===== src/sv/pse_pkg.sv =====
// Shared types, constants and the control store for the postfix stack evaluator.
// Depends on nothing; every other file but pse_ram imports it.
package pse_pkg;

    localparam int STACK_DEPTH = 16;
    localparam int FRAC_BITS   = 16;

    localparam int WORD_W   = 32;
    localparam int COUNT_W  = 5;
    localparam int KIND_W   = 2;
    localparam int OPC_W    = 2;
    localparam int STATUS_W = 3;

    localparam int SP_W   = $clog2(STACK_DEPTH + 1);
    localparam int ADDR_W = $clog2(STACK_DEPTH);
    localparam int ACC_W  = 2 * WORD_W;
    localparam int DIVD_W = WORD_W + FRAC_BITS;
    localparam int DCNT_W = $clog2(DIVD_W);

    localparam int IN_DATA_W  = ((WORD_W + 7) / 8) * 8;
    localparam int IN_USER_W  = KIND_W + OPC_W;
    localparam int OUT_DATA_W = ((WORD_W + COUNT_W + 7) / 8) * 8;
    localparam int OUT_PAD_W  = OUT_DATA_W - WORD_W - COUNT_W;
    localparam int OUT_USER_W = STATUS_W;

    localparam int STEP_W = 5;

    typedef enum logic [KIND_W-1:0] {
        KIND_PUSH   = 2'd0,
        KIND_APPLY  = 2'd1,
        KIND_FINISH = 2'd2
    } kind_t;

    typedef enum logic [OPC_W-1:0] {
        OPC_ADD = 2'd0,
        OPC_SUB = 2'd1,
        OPC_MUL = 2'd2,
        OPC_DIV = 2'd3
    } opc_t;

    typedef enum logic [STATUS_W-1:0] {
        ST_OK        = 3'd0,
        ST_UNDERFLOW = 3'd1,
        ST_OVERFLOW  = 3'd2,
        ST_DIVZERO   = 3'd3,
        ST_EMPTY     = 3'd4,
        ST_SATURATED = 3'd5
    } status_t;

    // Datapath actions, one per control word.
    typedef enum logic [4:0] {
        U_NOP,
        U_FETCH,
        U_RD_TOP,
        U_CAP_A,
        U_RD_SEC,
        U_CAP_B,
        U_RESULT_TOP,
        U_PUSH,
        U_POP,
        U_ADDSUB,
        U_MUL,
        U_MSCALE,
        U_DIV_INIT,
        U_DIV_STEP,
        U_DIV_SIGN,
        U_WRITEBACK,
        U_EMIT
    } uop_t;

    // Jump conditions; when false the step counter advances by one.
    typedef enum logic [3:0] {
        C_NEVER,
        C_ALWAYS,
        C_NO_IN,
        C_PUSH,
        C_FIN,
        C_APPLY,
        C_FULL,
        C_EMPTY,
        C_LT2,
        C_DIV,
        C_MUL,
        C_RZERO,
        C_DIV_BUSY,
        C_OUT_BUSY
    } cond_t;

    typedef logic [STEP_W-1:0] step_t;

    typedef struct packed {
        uop_t    uop;
        cond_t   cond;
        status_t st;
        step_t   target;
    } ctrl_word_t;

    typedef struct packed {
        logic in_valid;
        logic is_push;
        logic is_finish;
        logic is_apply;
        logic is_div;
        logic is_mul;
        logic full;
        logic empty;
        logic lt2;
        logic rzero;
        logic div_busy;
        logic out_busy;
    } dp_flags_t;

    // Entry points of the program.
    localparam step_t S_FETCH     = 5'd0;
    localparam step_t S_PUSH      = 5'd6;
    localparam step_t S_OVF       = 5'd8;
    localparam step_t S_FIN       = 5'd9;
    localparam step_t S_FIN_EMPTY = 5'd11;
    localparam step_t S_OPER      = 5'd12;
    localparam step_t S_MUL       = 5'd17;
    localparam step_t S_DIV       = 5'd19;
    localparam step_t S_DIV_LOOP  = 5'd21;
    localparam step_t S_WB        = 5'd23;
    localparam step_t S_EMIT      = 5'd24;
    localparam step_t S_DZ        = 5'd26;
    localparam step_t S_UNF       = 5'd27;

    function automatic ctrl_word_t cw(uop_t u, cond_t c, status_t s, step_t t);
        ctrl_word_t w;
        w.uop    = u;
        w.cond   = c;
        w.st     = s;
        w.target = t;
        return w;
    endfunction

    // Control store.
    function automatic ctrl_word_t ucode(step_t pc);
        ctrl_word_t w;
        case (pc)
            5'd0:        w = cw(U_FETCH,      C_NO_IN,    ST_OK,        S_FETCH);
            5'd1:        w = cw(U_RD_TOP,     C_NEVER,    ST_OK,        S_FETCH);
            5'd2:        w = cw(U_CAP_A,      C_PUSH,     ST_OK,        S_PUSH);
            5'd3:        w = cw(U_NOP,        C_FIN,      ST_OK,        S_FIN);
            5'd4:        w = cw(U_NOP,        C_APPLY,    ST_OK,        S_OPER);
            5'd5:        w = cw(U_RESULT_TOP, C_ALWAYS,   ST_OK,        S_EMIT);
            5'd6:        w = cw(U_NOP,        C_FULL,     ST_OK,        S_OVF);
            5'd7:        w = cw(U_PUSH,       C_ALWAYS,   ST_OK,        S_EMIT);
            5'd8:        w = cw(U_RESULT_TOP, C_ALWAYS,   ST_OVERFLOW,  S_EMIT);
            5'd9:        w = cw(U_NOP,        C_EMPTY,    ST_OK,        S_FIN_EMPTY);
            5'd10:       w = cw(U_POP,        C_ALWAYS,   ST_OK,        S_EMIT);
            5'd11:       w = cw(U_RESULT_TOP, C_ALWAYS,   ST_EMPTY,     S_EMIT);
            5'd12:       w = cw(U_NOP,        C_LT2,      ST_OK,        S_UNF);
            5'd13:       w = cw(U_RD_SEC,     C_NEVER,    ST_OK,        S_FETCH);
            5'd14:       w = cw(U_CAP_B,      C_DIV,      ST_OK,        S_DIV);
            5'd15:       w = cw(U_NOP,        C_MUL,      ST_OK,        S_MUL);
            5'd16:       w = cw(U_ADDSUB,     C_ALWAYS,   ST_OK,        S_WB);
            5'd17:       w = cw(U_MUL,        C_NEVER,    ST_OK,        S_FETCH);
            5'd18:       w = cw(U_MSCALE,     C_ALWAYS,   ST_OK,        S_WB);
            5'd19:       w = cw(U_NOP,        C_RZERO,    ST_OK,        S_DZ);
            5'd20:       w = cw(U_DIV_INIT,   C_NEVER,    ST_OK,        S_FETCH);
            5'd21:       w = cw(U_DIV_STEP,   C_DIV_BUSY, ST_OK,        S_DIV_LOOP);
            5'd22:       w = cw(U_DIV_SIGN,   C_NEVER,    ST_OK,        S_FETCH);
            5'd23:       w = cw(U_WRITEBACK,  C_NEVER,    ST_OK,        S_FETCH);
            5'd24:       w = cw(U_EMIT,       C_OUT_BUSY, ST_OK,        S_EMIT);
            5'd25:       w = cw(U_NOP,        C_ALWAYS,   ST_OK,        S_FETCH);
            5'd26:       w = cw(U_RESULT_TOP, C_ALWAYS,   ST_DIVZERO,   S_EMIT);
            5'd27:       w = cw(U_RESULT_TOP, C_ALWAYS,   ST_UNDERFLOW, S_EMIT);
            default:     w = cw(U_NOP,        C_ALWAYS,   ST_OK,        S_FETCH);
        endcase
        return w;
    endfunction

endpackage


===== src/sv/postfix_stack_evaluator.sv =====
// Postfix evaluator over a 16-entry Q16.16 stack, run by a microprogram.
// Divide produces 48 quotient bits at one per cycle. Tokens are taken one at a time: the next
// token is accepted only after the previous result has been loaded into the output register.
// Reset empties the stack and clears the result valid flag; stack contents are not cleared.
module postfix_stack_evaluator
    import pse_pkg::*;
(
    input  logic                  clk,
    input  logic                  rst_n,
    input  logic                  s_axis_tvalid,
    output logic                  s_axis_tready,
    input  logic [IN_DATA_W-1:0]  s_axis_tdata,   // operand_value
    input  logic [IN_USER_W-1:0]  s_axis_tuser,   // kind, op_code
    output logic                  m_axis_tvalid,
    input  logic                  m_axis_tready,
    output logic [OUT_DATA_W-1:0] m_axis_tdata,   // top_value, stack_count, zero pad
    output logic [OUT_USER_W-1:0] m_axis_tuser    // status
);

    ctrl_word_t         ctrl;
    dp_flags_t          flags;
    logic [WORD_W-1:0]  out_value;
    logic [COUNT_W-1:0] out_count;
    status_t            out_status;

    pse_seq u_seq (
        .clk   (clk),
        .rst_n (rst_n),
        .flags (flags),
        .ctrl  (ctrl)
    );

    pse_dp u_dp (
        .clk        (clk),
        .rst_n      (rst_n),
        .ctrl       (ctrl),
        .flags      (flags),
        .in_valid   (s_axis_tvalid),
        .in_ready   (s_axis_tready),
        .in_kind    (s_axis_tuser[KIND_W-1:0]),
        .in_opc     (s_axis_tuser[KIND_W+OPC_W-1:KIND_W]),
        .in_operand (s_axis_tdata[WORD_W-1:0]),
        .out_valid  (m_axis_tvalid),
        .out_ready  (m_axis_tready),
        .out_value  (out_value),
        .out_count  (out_count),
        .out_status (out_status)
    );

    assign m_axis_tdata = {{OUT_PAD_W{1'b0}}, out_count, out_value};
    assign m_axis_tuser = out_status;

endmodule


===== src/sv/pse_ram.sv =====
// Generic single-write, single-read RAM with a registered read port.
// No dependencies.
module pse_ram #(
    parameter int WIDTH = 32,
    parameter int DEPTH = 16
) (
    input  logic                     clk,
    input  logic                     we,
    input  logic [$clog2(DEPTH)-1:0] waddr,
    input  logic [WIDTH-1:0]         wdata,
    input  logic                     re,
    input  logic [$clog2(DEPTH)-1:0] raddr,
    output logic [WIDTH-1:0]         rdata
);

    logic [WIDTH-1:0] mem_reg [DEPTH];
    logic [WIDTH-1:0] rdata_reg;

    always_ff @(posedge clk)
    begin
        if (we)
        begin
            mem_reg[waddr] <= wdata;
        end
        if (re)
        begin
            rdata_reg <= mem_reg[raddr];
        end
    end

    assign rdata = rdata_reg;

endmodule


===== src/sv/pse_seq.sv =====
// Microprogram sequencer: step counter, control store lookup and conditional jumps.
// Depends on pse_pkg for the control word, flag struct and program.
module pse_seq
    import pse_pkg::*;
(
    input  logic       clk,
    input  logic       rst_n,
    input  dp_flags_t  flags,
    output ctrl_word_t ctrl
);

    step_t pc_reg;
    step_t pc_next;
    logic  take;

    always_ff @(posedge clk or negedge rst_n)
    begin
        if (!rst_n)
        begin
            pc_reg <= S_FETCH;
        end
        else
        begin
            pc_reg <= pc_next;
        end
    end

    always_comb
    begin
        ctrl = ucode(pc_reg);
        case (ctrl.cond)
            C_NEVER:    take = 1'b0;
            C_ALWAYS:   take = 1'b1;
            C_NO_IN:    take = !flags.in_valid;
            C_PUSH:     take = flags.is_push;
            C_FIN:      take = flags.is_finish;
            C_APPLY:    take = flags.is_apply;
            C_FULL:     take = flags.full;
            C_EMPTY:    take = flags.empty;
            C_LT2:      take = flags.lt2;
            C_DIV:      take = flags.is_div;
            C_MUL:      take = flags.is_mul;
            C_RZERO:    take = flags.rzero;
            C_DIV_BUSY: take = flags.div_busy;
            C_OUT_BUSY: take = flags.out_busy;
            default:    take = 1'b0;
        endcase
        pc_next = take ? ctrl.target : pc_reg + 1'b1;
    end

endmodule


===== src/sv/pse_dp.sv =====
// Datapath: stack pointer, operand registers, arithmetic, divider and result register.
// Depends on pse_pkg and instantiates pse_ram for the operand stack.
module pse_dp
    import pse_pkg::*;
(
    input  logic                 clk,
    input  logic                 rst_n,
    input  ctrl_word_t           ctrl,
    output dp_flags_t            flags,
    input  logic                 in_valid,
    output logic                 in_ready,
    input  logic [KIND_W-1:0]    in_kind,
    input  logic [OPC_W-1:0]     in_opc,
    input  logic [WORD_W-1:0]    in_operand,
    output logic                 out_valid,
    input  logic                 out_ready,
    output logic [WORD_W-1:0]    out_value,
    output logic [COUNT_W-1:0]   out_count,
    output status_t              out_status
);

    // Control state.
    logic [SP_W-1:0] sp_reg, sp_next;
    logic            out_valid_reg, out_valid_next;

    // Payload state.
    kind_t                      kind_reg, kind_next;
    opc_t                       opc_reg, opc_next;
    logic [WORD_W-1:0]          operand_reg, operand_next;
    logic signed [WORD_W-1:0]   a_reg, a_next;
    logic signed [WORD_W-1:0]   b_reg, b_next;
    logic signed [ACC_W-1:0]    acc_reg, acc_next;
    logic [WORD_W-1:0]          rem_reg, rem_next;
    logic [DIVD_W-1:0]          quo_reg, quo_next;
    logic [WORD_W-1:0]          dvs_reg, dvs_next;
    logic [DCNT_W-1:0]          dcnt_reg, dcnt_next;
    logic                       neg_reg, neg_next;
    logic [WORD_W-1:0]          res_val_reg, res_val_next;
    status_t                    res_st_reg, res_st_next;
    logic [WORD_W-1:0]          out_value_reg, out_value_next;
    logic [COUNT_W-1:0]         out_count_reg, out_count_next;
    status_t                    out_status_reg, out_status_next;

    // Stack memory port.
    logic              ram_we;
    logic [ADDR_W-1:0] ram_waddr;
    logic [WORD_W-1:0] ram_wdata;
    logic              ram_re;
    logic [ADDR_W-1:0] ram_raddr;
    logic [WORD_W-1:0] ram_rdata;

    logic [SP_W-1:0]          sp_m1, sp_m2;
    logic [WORD_W-1:0]        cur_top;
    logic signed [ACC_W-1:0]  prod;
    logic signed [ACC_W-1:0]  round_add;
    logic signed [ACC_W-1:0]  rounded;
    logic [WORD_W-1:0]        a_mag, b_mag;
    logic [WORD_W:0]          rem_sh;
    logic [WORD_W+1:0]        diff;
    logic                     qbit;
    logic [ACC_W-1:0]         q_ext;
    logic                     sat;
    logic [WORD_W-1:0]        clamped;
    logic                     out_busy;

    pse_ram #(
        .WIDTH (WORD_W),
        .DEPTH (STACK_DEPTH)
    ) u_stack (
        .clk   (clk),
        .we    (ram_we),
        .waddr (ram_waddr),
        .wdata (ram_wdata),
        .re    (ram_re),
        .raddr (ram_raddr),
        .rdata (ram_rdata)
    );

    always_ff @(posedge clk or negedge rst_n)
    begin
        if (!rst_n)
        begin
            sp_reg        <= '0;
            out_valid_reg <= 1'b0;
        end
        else
        begin
            sp_reg        <= sp_next;
            out_valid_reg <= out_valid_next;
        end
    end

    always_ff @(posedge clk)
    begin
        kind_reg       <= kind_next;
        opc_reg        <= opc_next;
        operand_reg    <= operand_next;
        a_reg          <= a_next;
        b_reg          <= b_next;
        acc_reg        <= acc_next;
        rem_reg        <= rem_next;
        quo_reg        <= quo_next;
        dvs_reg        <= dvs_next;
        dcnt_reg       <= dcnt_next;
        neg_reg        <= neg_next;
        res_val_reg    <= res_val_next;
        res_st_reg     <= res_st_next;
        out_value_reg  <= out_value_next;
        out_count_reg  <= out_count_next;
        out_status_reg <= out_status_next;
    end

    // Shared combinational terms.
    always_comb
    begin
        sp_m1    = sp_reg - 1'b1;
        sp_m2    = sp_reg - SP_W'(2);
        cur_top  = (sp_reg == '0) ? '0 : a_reg;
        out_busy = out_valid_reg && !out_ready;

        prod      = ACC_W'(b_reg) * ACC_W'(a_reg);
        // Truncation toward zero: bias negative products before the arithmetic shift.
        round_add = acc_reg[ACC_W-1] ? ACC_W'((64'd1 << FRAC_BITS) - 64'd1) : '0;
        rounded   = acc_reg + round_add;

        a_mag = a_reg[WORD_W-1] ? (~a_reg + 1'b1) : a_reg;
        b_mag = b_reg[WORD_W-1] ? (~b_reg + 1'b1) : b_reg;

        rem_sh = {rem_reg, quo_reg[DIVD_W-1]};
        diff   = {1'b0, rem_sh} - {2'b00, dvs_reg};
        qbit   = !diff[WORD_W+1];
        q_ext  = ACC_W'(quo_reg);

        sat = !((&acc_reg[ACC_W-1:WORD_W-1]) || !(|acc_reg[ACC_W-1:WORD_W-1]));
        if (!sat)
        begin
            clamped = acc_reg[WORD_W-1:0];
        end
        else if (acc_reg[ACC_W-1])
        begin
            clamped = {1'b1, {(WORD_W-1){1'b0}}};
        end
        else
        begin
            clamped = {1'b0, {(WORD_W-1){1'b1}}};
        end
    end

    // Action decode.
    always_comb
    begin
        sp_next         = sp_reg;
        kind_next       = kind_reg;
        opc_next        = opc_reg;
        operand_next    = operand_reg;
        a_next          = a_reg;
        b_next          = b_reg;
        acc_next        = acc_reg;
        rem_next        = rem_reg;
        quo_next        = quo_reg;
        dvs_next        = dvs_reg;
        dcnt_next       = dcnt_reg;
        neg_next        = neg_reg;
        res_val_next    = res_val_reg;
        res_st_next     = res_st_reg;
        out_value_next  = out_value_reg;
        out_count_next  = out_count_reg;
        out_status_next = out_status_reg;
        out_valid_next  = out_valid_reg && !out_ready;

        ram_we    = 1'b0;
        ram_waddr = sp_reg[ADDR_W-1:0];
        ram_wdata = operand_reg;
        ram_re    = 1'b0;
        ram_raddr = sp_m1[ADDR_W-1:0];

        case (ctrl.uop)
            U_FETCH:
            begin
                if (in_valid)
                begin
                    kind_next    = kind_t'(in_kind);
                    opc_next     = opc_t'(in_opc);
                    operand_next = in_operand;
                end
            end
            U_RD_TOP:
            begin
                ram_re    = 1'b1;
                ram_raddr = sp_m1[ADDR_W-1:0];
            end
            U_CAP_A:
            begin
                a_next = ram_rdata;
            end
            U_RD_SEC:
            begin
                ram_re    = 1'b1;
                ram_raddr = sp_m2[ADDR_W-1:0];
            end
            U_CAP_B:
            begin
                b_next = ram_rdata;
            end
            U_RESULT_TOP:
            begin
                res_val_next = cur_top;
                res_st_next  = ctrl.st;
            end
            U_PUSH:
            begin
                ram_we       = 1'b1;
                ram_waddr    = sp_reg[ADDR_W-1:0];
                ram_wdata    = operand_reg;
                sp_next      = sp_reg + 1'b1;
                res_val_next = operand_reg;
                res_st_next  = ST_OK;
            end
            U_POP:
            begin
                sp_next      = sp_m1;
                res_val_next = a_reg;
                res_st_next  = ST_OK;
            end
            U_ADDSUB:
            begin
                if (opc_reg == OPC_SUB)
                begin
                    acc_next = ACC_W'(b_reg) - ACC_W'(a_reg);
                end
                else
                begin
                    acc_next = ACC_W'(b_reg) + ACC_W'(a_reg);
                end
            end
            U_MUL:
            begin
                acc_next = prod;
            end
            U_MSCALE:
            begin
                acc_next = rounded >>> FRAC_BITS;
            end
            U_DIV_INIT:
            begin
                rem_next  = '0;
                quo_next  = DIVD_W'(b_mag) << FRAC_BITS;
                dvs_next  = a_mag;
                dcnt_next = '0;
                neg_next  = a_reg[WORD_W-1] ^ b_reg[WORD_W-1];
            end
            U_DIV_STEP:
            begin
                // Restoring division, one quotient bit per cycle.
                rem_next  = qbit ? diff[WORD_W-1:0] : rem_sh[WORD_W-1:0];
                quo_next  = {quo_reg[DIVD_W-2:0], qbit};
                dcnt_next = dcnt_reg + 1'b1;
            end
            U_DIV_SIGN:
            begin
                acc_next = neg_reg ? -$signed(q_ext) : $signed(q_ext);
            end
            U_WRITEBACK:
            begin
                ram_we       = 1'b1;
                ram_waddr    = sp_m2[ADDR_W-1:0];
                ram_wdata    = clamped;
                sp_next      = sp_m1;
                res_val_next = clamped;
                res_st_next  = sat ? ST_SATURATED : ST_OK;
            end
            U_EMIT:
            begin
                if (!out_busy)
                begin
                    out_valid_next  = 1'b1;
                    out_value_next  = res_val_reg;
                    out_count_next  = COUNT_W'(sp_reg);
                    out_status_next = res_st_reg;
                end
            end
            default:
            begin
            end
        endcase
    end

    always_comb
    begin
        flags.in_valid  = in_valid;
        flags.is_push   = (kind_reg == KIND_PUSH);
        flags.is_finish = (kind_reg == KIND_FINISH);
        flags.is_apply  = (kind_reg == KIND_APPLY);
        flags.is_div    = (opc_reg == OPC_DIV);
        flags.is_mul    = (opc_reg == OPC_MUL);
        flags.full      = (sp_reg >= SP_W'(STACK_DEPTH));
        flags.empty     = (sp_reg == '0);
        flags.lt2       = (sp_reg < SP_W'(2));
        flags.rzero     = (a_reg == '0);
        flags.div_busy  = (dcnt_reg != DCNT_W'(DIVD_W - 1));
        flags.out_busy  = out_busy;
    end

    assign in_ready   = (ctrl.uop == U_FETCH);
    assign out_valid  = out_valid_reg;
    assign out_value  = out_value_reg;
    assign out_count  = out_count_reg;
    assign out_status = out_status_reg;

endmodule


===== config.mk =====
export PLATFORM = sky130hd
export DESIGN_NAME = postfix_stack_evaluator
export DESIGN_NICKNAME = d
export VERILOG_FILES = /design/src/sv/pse_pkg.sv /design/src/sv/postfix_stack_evaluator.sv /design/src/sv/pse_ram.sv /design/src/sv/pse_seq.sv /design/src/sv/pse_dp.sv
export SDC_FILE = /design/constraint.sdc
export NUM_CORES = 2
export LEC_CHECK = 0
export BUFFER_PORTS_ARGS = -buffer_cell sky130_fd_sc_hd__clkbuf_2
export CAP_MARGIN = 40
export CELL_PAD_IN_SITES_DETAIL_PLACEMENT = 1
export CELL_PAD_IN_SITES_GLOBAL_PLACEMENT = 1
export CORE_ASPECT_RATIO = 0.75
export CORE_MARGIN = 3
export CORE_UTILIZATION = 48
export DETAILED_ROUTE_END_ITERATION = 6
export PLACE_DENSITY_LB_ADDON = 0.1
export SYNTH_ARGS = -nofsm -noshare
export SYNTH_HDL_FRONTEND = slang
export SYNTH_SLANG_ARGS = --single-unit
export TNS_END_PERCENT = 1

===== constraint.sdc =====
create_clock -name clk -period 8.7 [get_ports clk]
set_input_delay 1.74 -clock clk [delete_from_list [all_inputs] [get_ports clk]]
set_output_delay 1.74 -clock clk [all_outputs]
set_load 0.05 [all_outputs]

==> insert_results.sql <==
INSERT INTO impl_metrics (metric_group, metric, value, unit) VALUES
('final_layout', 'multiInputGateArea', '0.04695', 'mm^2'),
('timing', 'final-max-slew-violation-count', '0', ''),
('floorplan', 'height_of_the_chip', '358.3', 'um'),
('cts', 'cts_max_path_buffers', '3', ''),
('routing', 'drt-wirelength-per-cell', '26.51', 'um'),
('critical_path', 'crit_path_max_fanout', '26', ''),
('routing', 'first_iter_violations', '4785', ''),
('cts', 'cts_inserted_buffers', '97', ''),
('logic_synthesis', 'synth_sequential_area_ratio', '34.45', '%'),
('cts', 'ctsRootBufferMaster', 'clkbuf_16', ''),
('critical_path', 'setup.worst_path.end_class', 'register', ''),
('placed_design', 'pre_cts_ws', '-0.2043', 'ns'),
('critical_path', 'ff2ff_path_depth', '27', ''),
('logic_synthesis', 'yosys.cell_types.count', '80', ''),
('routing', 'drc', '0', ''),
('grt', 'gr-total-overflow', '0', ''),
('logic_synthesis', 'count_of_state_elements_after_synthesis', '913', ''),
('cts', 'htreeDepth', '3', ''),
('logic_synthesis', 'yosys_most_used_dff', 'edfxtp_1', ''),
('critical_path', 'arrival_time_of_data_at_the_critical_path_endpoint', '8.84', 'ns'),
('logic_synthesis', 'synth_area_per_cell', '10.44', 'um^2'),
('min_path', 'holdCritStartpoint', 'u_dp.res_val_reg[26]$_DFFE_PP_', ''),
('placed_design', 'io_buffer_count', '81', ''),
('logic_synthesis', 'synth-warning-count', '0', ''),
('routing', 'via_per_inst', '5.834', ''),
('placed_design', 'dpl.hpwl', '194900', 'um'),
('logic_synthesis', 'postSynth.asyncResetShare', '1.205', '%'),
('floorplan', 'row_count', '128', ''),
('timing', 'clock-skew-final', '0.04145', 'ns'),
('final_layout', 'share_of_final_layout_standard_cells_stronger_than_drive_strength_1', '8.088', '%'),
('final_layout', 'mostFrequentLayoutCells', 'nand2_1, fa_1, inv_1', ''),
('critical_path', 'timing_worst_setup_path_type', 'reg2reg', ''),
('floorplan', 'start_util', '48.62', '%'),
('run', 'drv_cap', '0', ''),
('critical_path', 'data_required_critical_path', '9.13', 'ns'),
('grt', 'pin_count_of_the_biggest_net_entering_global_routing', '153', ''),
('logic_synthesis', 'netlist_instances', '7606', ''),
('critical_path', 'ff2ff_setup_slack', '0.29', 'ns'),
('cts', 'clkSlewWorstSetupHoldPaths', '0.06', 'ns'),
('min_path', 'hold_critical_path_depth', '0', ''),
('timing', 'setup_viol_count_final', '0', ''),
('timing', 'timing.hold.ws', '0.4098', 'ns'),
('logic_synthesis', 'number_of_enable_flip_flop_cells_after_synthesis', '902', ''),
('final_layout', 'largest_register_ffs', '512', ''),
('min_path', 'worst_hold_path_type', 'reg2reg', ''),
('final_layout', 'fillers', '17540', ''),
('floorplan', 'pin_count', '85', ''),
('critical_path', 'crit_path_start_kind', 'register', ''),
('timing', 'slew_headroom', '31.86', '%'),
('routing', 'totalWireLength', '261100', 'um'),
('timing', 'post-route-min-period', '8.407', 'ns'),
('routing', 'detailroute.via_count', '57480', ''),
('timing', 'worstMarginPinSlew', '1.022', 'ns'),
('cts', 'tritoncts', 'built', ''),
('routing', 'final_antenna_net_count', '0', ''),
('outcome', 'run_status', 'complete, no violations', ''),
('grt', 'grt_antenna_before_repair', '4', ''),
('critical_path', 'endpoint_of_the_most_critical_register_to_register_path', 'u_dp.acc_reg[62]$_DFFE_PP_', ''),
('final_layout', 'areaGrowthSynthToFinish', '9.987', '%'),
('final_layout', 'layout_commonest_cell', 'nand2_1', ''),
('routing', 'detail_route.first_pass.iterations', '6', ''),
('final_layout', 'finalNetCount', '9034', ''),
('timing', 'achievable-frequency', '119.0', 'MHz'),
('timing', 'final_critical_path_setup_slack', '0.2933', 'ns'),
('floorplan', 'chipWidth', '475.7', 'um'),
('final_layout', 'register_area', '0.02736', 'mm^2'),
('floorplan', 'total_die_area', '0.1704', 'mm^2'),
('grt', 'grtUsageTotal', '31.05', '%'),
('cts', 'cts_sinks', '913', ''),
('timing', 'min_period_over_period', '96.63', '%'),
('logic_synthesis', 'synth_area', '0.07942', 'mm^2'),
('cts', 'cts-hold-fix-buffers', '0', ''),
('critical_path', 'timing.rr.start', 'u_dp.a_reg[11]$_DFFE_PN_', ''),
('floorplan', 'coreArea', '0.1634', 'mm^2'),
('grt', 'grt_pass1_wl', '397600', 'um'),
('placed_design', 'routabilityCongestion', '0.9210', ''),
('grt', 'via_count_of_the_first_global_routing_pass', '62380', ''),
('cts', 'worstSkewPairLatency', '0.76', 'ns'),
('min_path', 'hold_end', 'u_dp.out_value[26]$_DFFE_PP_', ''),
('timing', 'timing_hold_violations_final', '0', '');
==> what timing repair did <==
item	4_1_cts	5_1_grt
resized for setup	2	15
buffers inserted	0	8
setup endpoints to repair	5	15
pin swaps	0	1
==> per-stage QoR <==
step,TNS [ns],instances,util (%),area (um^2)
2_1_floorplan,0,7608,-,79430
3_3_place_gp,0,9615,51.01,83320
3_5_place_dp,-0.5871,9661,51.44,84040
4_1_cts,0,9840,53.39,87220
5_1_grt,-0.004691,9851,53.47,87350
6_report,0,9852,53.47,87350
==> layer usage <==
| layer | GRT usage, % | part of all wire, % |
|---|---|---|
| met1 | 43.06 | 43 |
| met5 | 0 | 0.014 |
| met2 | 50.73 | 47 |
| met4 | 10.62 | 4.0 |
| met3 | 3.972 | 5.7 |
==> worst max-delay path, cell delays in order (launching register included) <==
cell and delay [ns]:
edfxtp_1 0.57, buf_12 0.24, and2_1 0.18, fa_1 0.53, inv_1 0.05, fa_1 0.49, fa_1 0.57, inv_1 0.06
fa_1 0.43, fa_1 0.50, fa_1 0.53, fa_1 0.58, fa_1 0.44, ha_1 0.47, nor2_1 0.07, nor2_1 0.12
o41ai_2 0.11, buf_4 0.16, o31ai_1 0.25, a21oi_2 0.13, a2111oi_2 0.37, buf_4 0.19, o21ai_1 0.08, buf_4 0.16
o311ai_0 0.35, a31oi_1 0.16, xor2_1 0.16, o21ai_0 0.11
==> how the worst max path moves through the flow <==
stage,from,end,cells past startpoint
4_1_cts,u_dp.b_reg[31]$_DFFE_PN_,u_dp.acc_reg[57]$_DFFE_PP_,29
3_3_place_gp,u_dp.b_reg[31]$_DFFE_PN_,u_dp.acc_reg[63]$_DFFE_PP_,29
5_1_grt,u_dp.b_reg[31]$_DFFE_PN_,u_dp.acc_reg[57]$_DFFE_PP_,28
2_1_floorplan,u_dp.b_reg[31]$_DFFE_PN_,u_dp.acc_reg[61]$_DFFE_PP_,29
3_5_place_dp,u_dp.b_reg[31]$_DFFE_PN_,u_dp.acc_reg[63]$_DFFE_PP_,29
6_report,u_dp.a_reg[11]$_DFFE_PN_,u_dp.acc_reg[62]$_DFFE_PP_,27
==> logic make-up (layout without fill, tap and decap cells) <==
| family | after synthesis | in the layout | synth area share [%] |
|---|---|---|---|
| buffers and inverters | 1470 | 1565 | 6.976 |
| other | 1 | 7 | 0.004722 |
| adder cells (fa/ha/maj) | 1371 | 1371 | 31.85 |
| AO/OA/AOI/OAI | 874 | 874 | 7.061 |
| flip-flops | 913 | 913 | 34.45 |
| AND/OR/NAND/NOR | 2621 | 2621 | 15.65 |
| XOR/XNOR | 308 | 308 | 3.397 |
| multiplexers | 48 | 48 | 0.6097 |
==> Yosys cell counts, drive strengths merged (55+ instances only) <==
| cell | n | area share, % |
|---|---|---|
| a21o | 55 | 0.52 |
| a21oi | 209 | 1.3 |
| and2 | 532 | 4.2 |
| clkbuf | 400 | 1.9 |
| edfxtp | 902 | 34 |
| fa | 1084 | 27 |
| ha | 287 | 4.5 |
| inv | 1020 | 4.8 |
| nand2 | 1294 | 6.1 |
| nand3 | 261 | 1.6 |
| nand4 | 88 | 0.69 |
| nor2 | 184 | 0.87 |
| o21ai | 253 | 1.6 |
| xnor2 | 176 | 1.9 |
| xor2 | 132 | 1.5 |
==> area by class of cell <==
type	count	share of cell area [%]
clock buffers	120	2.878
multi-input cells	5225	53.75
flip-flops and latches	913	31.32
diodes	4	0.01146
well taps	2145	3.072
repair buffers	364	3.809
clock inverters	59	0.7563
inverters	1022	4.396
Power is left out: the tool's default activity adds up to more than one toggle a clock period on the data nets, which glitch-free logic cannot reach.
